$ cat src/rtl/waveguide_clarinet_voice_macros.svh
// Assertion macros shared by the clarinet voice RTL.
`ifndef WAVEGUIDE_CLARINET_VOICE_MACROS_SVH
`define WAVEGUIDE_CLARINET_VOICE_MACROS_SVH
`ifndef SYNTHESIS
`define WCV_ASSERT(label, clk, rst_n, prop, msg) \
	label: assert property (@(posedge clk) disable iff (!rst_n) prop) else $error(msg);
`define WCV_ASSERT_IMP(label, clk, rst_n, ante, cons, msg) \
	label: assert property (@(posedge clk) disable iff (!rst_n) ante |-> cons) else $error(msg);
`else
`define WCV_ASSERT(label, clk, rst_n, prop, msg)
`define WCV_ASSERT_IMP(label, clk, rst_n, ante, cons, msg)
`endif
`endif

$ cat src/rtl/wcv_pkg.sv
// Package with widths, constants, types and helpers of the clarinet voice.
`timescale 1ns / 1ps
package wcv_pkg;
	localparam int IN_W        = 18;
	localparam int SMP_W       = 16;
	localparam int LEN_W       = 9;
	localparam int REFL_W      = 18;
	localparam int DIFF_W      = 19;
	localparam int MUL_W       = 31;
	localparam int PROD_W      = 2 * MUL_W;
	localparam int SUM_W       = 38;
	localparam int RECIP_SHIFT = 41;
	localparam int Q_W         = 18;
	localparam int N_W         = 29;
	localparam int SAT_W       = 22;
	localparam int MAX_DELAY_DEF = 256;

	localparam logic [LEN_W-1:0]          DELAY_LEN_RESET = 9'd66;
	localparam logic signed [REFL_W-1:0]  REFL_ONE        = 18'sd65536;
	localparam logic signed [REFL_W+1:0]  REFL_HI_X       = 20'sd65536;
	localparam logic signed [REFL_W+1:0]  REFL_LO_X       = -20'sd65536;
	localparam logic signed [REFL_W+1:0]  REST_REFL       = 20'sd52429;
	localparam logic signed [REFL_W+1:0]  DIV_BIAS        = 20'sd117967;
	localparam logic [MUL_W-2:0]          RECIP_M         = 30'd703687442;
	localparam logic signed [DIFF_W-1:0]  D_HI            = 19'sd10001;
	localparam logic signed [DIFF_W-1:0]  D_LO            = -19'sd90001;
	localparam logic signed [31:0]        N_BIAS          = 32'sd368646875;
	localparam logic signed [SAT_W-1:0]   SMP_MAX         = 22'sd32767;
	localparam logic signed [SAT_W-1:0]   SMP_MIN         = -22'sd32768;

	typedef enum logic [2:0] {
		ST_IDLE,
		ST_TAP,
		ST_REFL,
		ST_WB1,
		ST_WB2,
		ST_WR
	} state_t;

	typedef struct packed {
		logic             rd;
		logic             wr;
		logic [SMP_W-1:0] wr_data;
	} ring_ctl_t;

	function automatic logic signed [SMP_W-1:0] sat16(input logic signed [SAT_W-1:0] v);
		logic signed [SMP_W-1:0] r;
		if (v > SMP_MAX) begin
			r = SMP_MAX[SMP_W-1:0];
		end else if (v < SMP_MIN) begin
			r = SMP_MIN[SMP_W-1:0];
		end else begin
			r = v[SMP_W-1:0];
		end
		return r;
	endfunction
endpackage

$ cat src/rtl/wcv_mul.sv
// Shared signed multiplier with registered product.
`timescale 1ns / 1ps
module wcv_mul (
	input  logic                               clk,
	input  logic signed [wcv_pkg::MUL_W-1:0]   a,
	input  logic signed [wcv_pkg::MUL_W-1:0]   b,
	output logic signed [wcv_pkg::PROD_W-1:0]  prod_q
);
	import wcv_pkg::*;

	always_ff @(posedge clk) begin
		prod_q <= a * b;
	end
endmodule

$ cat config.mk
export PLATFORM = sky130hd
export DESIGN_NAME = wcv_mul
export DESIGN_NICKNAME = d
export VERILOG_FILES = /design/src/rtl/waveguide_clarinet_voice_macros.svh /design/src/rtl/wcv_pkg.sv /design/src/rtl/wcv_mul.sv
export SDC_FILE = /design/constraint.sdc
export NUM_CORES = 2
export LEC_CHECK = 0
export BUFFER_PORTS_ARGS = -buffer_cell sky130_fd_sc_hd__buf_2
export CORE_MARGIN = 1.5
export CORE_UTILIZATION = 60
export CTS_CLUSTER_SIZE = 30
export DETAILED_ROUTE_END_ITERATION = 12
export PLACE_DENSITY = 0.78
export SLEW_MARGIN = 20
export SYNTH_ARGS = -nofsm -noshare
export SYNTH_HDL_FRONTEND = slang
export SYNTH_SLANG_ARGS = --single-unit
$ cat constraint.sdc
create_clock -name clk -period 16.5 [get_ports clk]
set_clock_uncertainty 0.05 [all_clocks]
set_input_delay 1.65 -clock clk [delete_from_list [all_inputs] [get_ports clk]]
set_output_delay 1.65 -clock clk [all_outputs]
set_load 0.1 [all_outputs]
; After elaboration in Yosys (flattened, before gate mapping)
; Index checks and enable logic that the tools add are counted.
[word_totals]
regBits = 62
output_inout_bits = 62
elab_cells = 2
[classes]
mul = 1
[op_table]
columns = op, n
row1 = multiplier 31 x 31 -> 62 bit, 1

; Longest topological paths before layout
[depth]
ltp_word = 1
mapped_depth = 30
mapped_depth_nobuf = 28

; Least setup slack after synthesis
; Ideal clock, no wire load.
[synth_timing]
kind = input to register
start = input a[30] (netlist name)
end = register prod_q[60] (netlist name)
t_arrival_ns = 8.656
required_time_ns = 16.371
slack_ns = 7.715
path_stages = 26
path_buffers = 1
cell_sequence = clkbuf_1 nand2_1 inv_1 fa_1 inv_1 fa_1 inv_1 fa_1 fa_1 inv_1 fa_1 inv_1 fa_1 inv_1 fa_1 fa_1 inv_1 ha_1 a21oi_1 o21bai_1 a21oi_1 o21ai_0 a21oi_1 a21oi_1 or4_1 o211ai_1
[synth_between]
elab_chain_cells = 1
[synth_rtl]
columns = element, line
row1 = start: declaration, wcv_mul.sv:5  ; input logic signed [wcv_pkg::MUL_W-1:0] a,
row2 = multiplier 31 x 31 -> 62 bit, wcv_mul.sv:12  ; prod_q <= a * b;
row3 = end signal: assignment, wcv_mul.sv:12
row4 = end: declaration, wcv_mul.sv:7  ; output logic signed [wcv_pkg::PROD_W-1:0] prod_q
; No other way between the ends.

; Worst setup path after layout
[layout_timing]
start = input b[4] (netlist name)
end = register prod_q[60] (netlist name)
[layout_between]
elab_chain_cells = 1
[layout_rtl]
columns = element, line
row1 = start: declaration, wcv_mul.sv:6  ; input logic signed [wcv_pkg::MUL_W-1:0] b,
row2 = multiplier 31 x 31 -> 62 bit, wcv_mul.sv:12
; No other way between the ends.

==> out/metrics.cfg <==
[status]
status = finished clean

[grt]
grt_overflow = 0
grt_pass1_vias = 28120
grt_max_degree = 33
antenna_found_initial = 5
grt_pass1_wl_um = 151600
grt_usage_pct = 33.20

[worst_setup_path]
end_kind = register
path_class = primary input to register
required_ns = 16.73
cp_data_arrival_time_ns = 10.57
crit_fanout = 31
startpoint_type = primary input

[routing]
vias = 25133
avgViaCountPerCell = 5.537
wl_per_cell_um = 20.37
wirelength_um = 92460
drt_drc_violations_left = 0
drt_iter0_drc = 1722
dr.pass1.iters = 6
detail-route-antenna-nets = 0

[die]
dieWidth_um = 246.5
ios = 125
row_count = 89
core-area_sq_mm = 0.05880
die_h_um = 246.5
dieArea_sq_mm = 0.06077
initial_core_util_pct = 60.51

[clocking]
cts_tree = built
clk_path_buf_depth = 2
cts_root_buffer = clkbuf_16
post-cts-setup-buffers = 0
cts_sinks = 62
clkTransAtPathRegs_ns = 0.08
htreeDepth = 3
cts-buffers-inserted = 9
hold_buffers = 0
post_cts_resized = 0

[sta]
max-slew-margin-rel_pct = 38.15
max_freq_ghz = 0.09676
rsz0062_at_grt = no
setup_viol = 0
hold_viol = 0
tns_ns = 0
min_period_ns = 10.33
drv_slew = 0
post-route-period-util_pct = 62.63
tightestPinTransition_ns = 0.9277

[finish]
drive_above_1_share_pct = 4.675
layout_common_cells = fa_1 (1,018), inv_1 (1,016), nand2_1 (514)
final_cells = 4539
fin_nets = 5023
regMostFlops = prod_q
final_common_cell = fa_1
largest_registers = prod_q: 62 flops
areaGrowthSynthToFinish_pct = 3.858
largest_reg_flops = 62

[synth]
synthArstFlopShare_pct = 0
synth_edf_count = 0
syn_area_per_cell_sq_um = 9.373
seq_area_frac_synth_pct = 3.489
yosys_warnings = 0
synth_area_sq_mm = 0.03558
synthFlopType = dfxtp_1
yosysUniqueCellTypes = 47
syn_inst = 3796
syn-num-nets = 5059
synth-seq-cells = 62

[place]
hpwl_um = 71290
place.gp.congestion = 0.9054
place_inst = 4522
numPortBuffers = 124

[min_path]
hp-class = primary input to register
hold_path_depth = 2

[run]
cap_violations = 0

-- stage by stage --
stage,hold slack (ns),instance area (sq um),util [%],worst slack (ns)
floorplan,1.922,35580,-,7.715
detailed placement,2.149,36630,62.29,5.947
global placement,2.151,36630,62.29,6.024
finish,1.794,36950,62.85,6.166
global route,1.800,36950,62.85,5.906
CTS,1.750,36950,62.84,6.310
-- layer usage --
layer / vias up / wire [um] / track usage, % / share of wire [%]
li1: 10619 / - / - / -
met1: 13012 / 34330 / 43.35 / 37
met2: 1247 / 43830 / 53.32 / 47
met3: 255 / 9195 / 6.743 / 9.9
met4: 0 / 5105 / 15.94 / 5.5
met5: - / 0 / 0 / 0
-- worst paths after layout --
check / startpoint / to
min: b[0] / prod_q[0]
max: b[4] / prod_q[60]
-- layout make-up --
| type | instances | area [sq um] |
|---|---|---|
| clock inverter | 7 | 97.59 |
| timing repair buffer | 151 | 823.3 |
| clock buffer | 9 | 225.2 |
| inverter | 1016 | 3814 |
| sequential | 62 | 1241 |
| multi-input combinational | 2520 | 29780 |
| fill | 4834 | 21840 |
| antenna | 1 | 2.502 |
| tap | 773 | 967.2 |
-- worst max-delay path, stage by stage --
cell and delay, ns:
buf_2 0.54, nand2_1 0.32, inv_1 0.17, fa_1 0.43, inv_1 0.25, fa_1 0.48
inv_1 0.09, fa_1 0.44, fa_1 0.50, fa_1 0.52, fa_1 0.51, fa_1 0.53
inv_1 0.07, fa_1 0.50, inv_1 0.04, ha_1 0.38, nand4_1 0.25, or3_1 0.53
nor4_1 0.36, o21a_1 0.46, o2111ai_1 0.23, a21oi_1 0.58, o211ai_1 0.23, a21oi_1 0.25
or4_1 0.14, o211ai_1 0.08
-- kinds of logic (layout without fill, tap and decap cells) --
kind of cell    Yosys count  after routing  synth area share, %
buf+inv                1214           1183                12.81
flops                    62             62                3.489
mux                       1              1              0.03165
other cells               0              1                    0
fa+ha+maj              1200           1200                63.68
xor+xnor                 68             68                1.674
compound gates          175            175                3.253
simple gates           1076           1076                15.07
-- Yosys cell counts (2+ instances only) --
master / count / area share (%)
a211o_1: 2 / 0.049
a2111oi_2: 2 / 0.084
fa_1: 1018 / 57
and3_1: 3 / 0.053
ha_1: 182 / 6.4
o21ai_1: 3 / 0.042
o311ai_0: 2 / 0.049
o21bai_1: 8 / 0.17
o21ai_0: 23 / 0.32
o41ai_1: 2 / 0.049
o31ai_1: 6 / 0.13
nor2_1: 26 / 0.27
a31oi_1: 4 / 0.070
nand2b_1: 10 / 0.18
a21oi_1: 64 / 0.90
or4_1: 3 / 0.063
nor4_1: 6 / 0.11
nand2_1: 514 / 5.4
o211ai_1: 7 / 0.15
inv_1: 1016 / 11
a21o_1: 30 / 0.63
or3_1: 3 / 0.053
nand3_1: 14 / 0.20
xor2_1: 22 / 0.54
a221o_1: 3 / 0.084
nand4_1: 10 / 0.18
xnor2_1: 46 / 1.1
o21a_1: 6 / 0.13
and2_1: 451 / 7.9
dfxtp_1: 62 / 3.5
nor3_1: 6 / 0.084
nor2b_1: 29 / 0.51
a21o_2: 2 / 0.049
clkbuf_1: 198 / 2.1
Power is left out: the tool's default activity adds up to more than one toggle a clock period on the data nets, which glitch-free logic cannot reach.
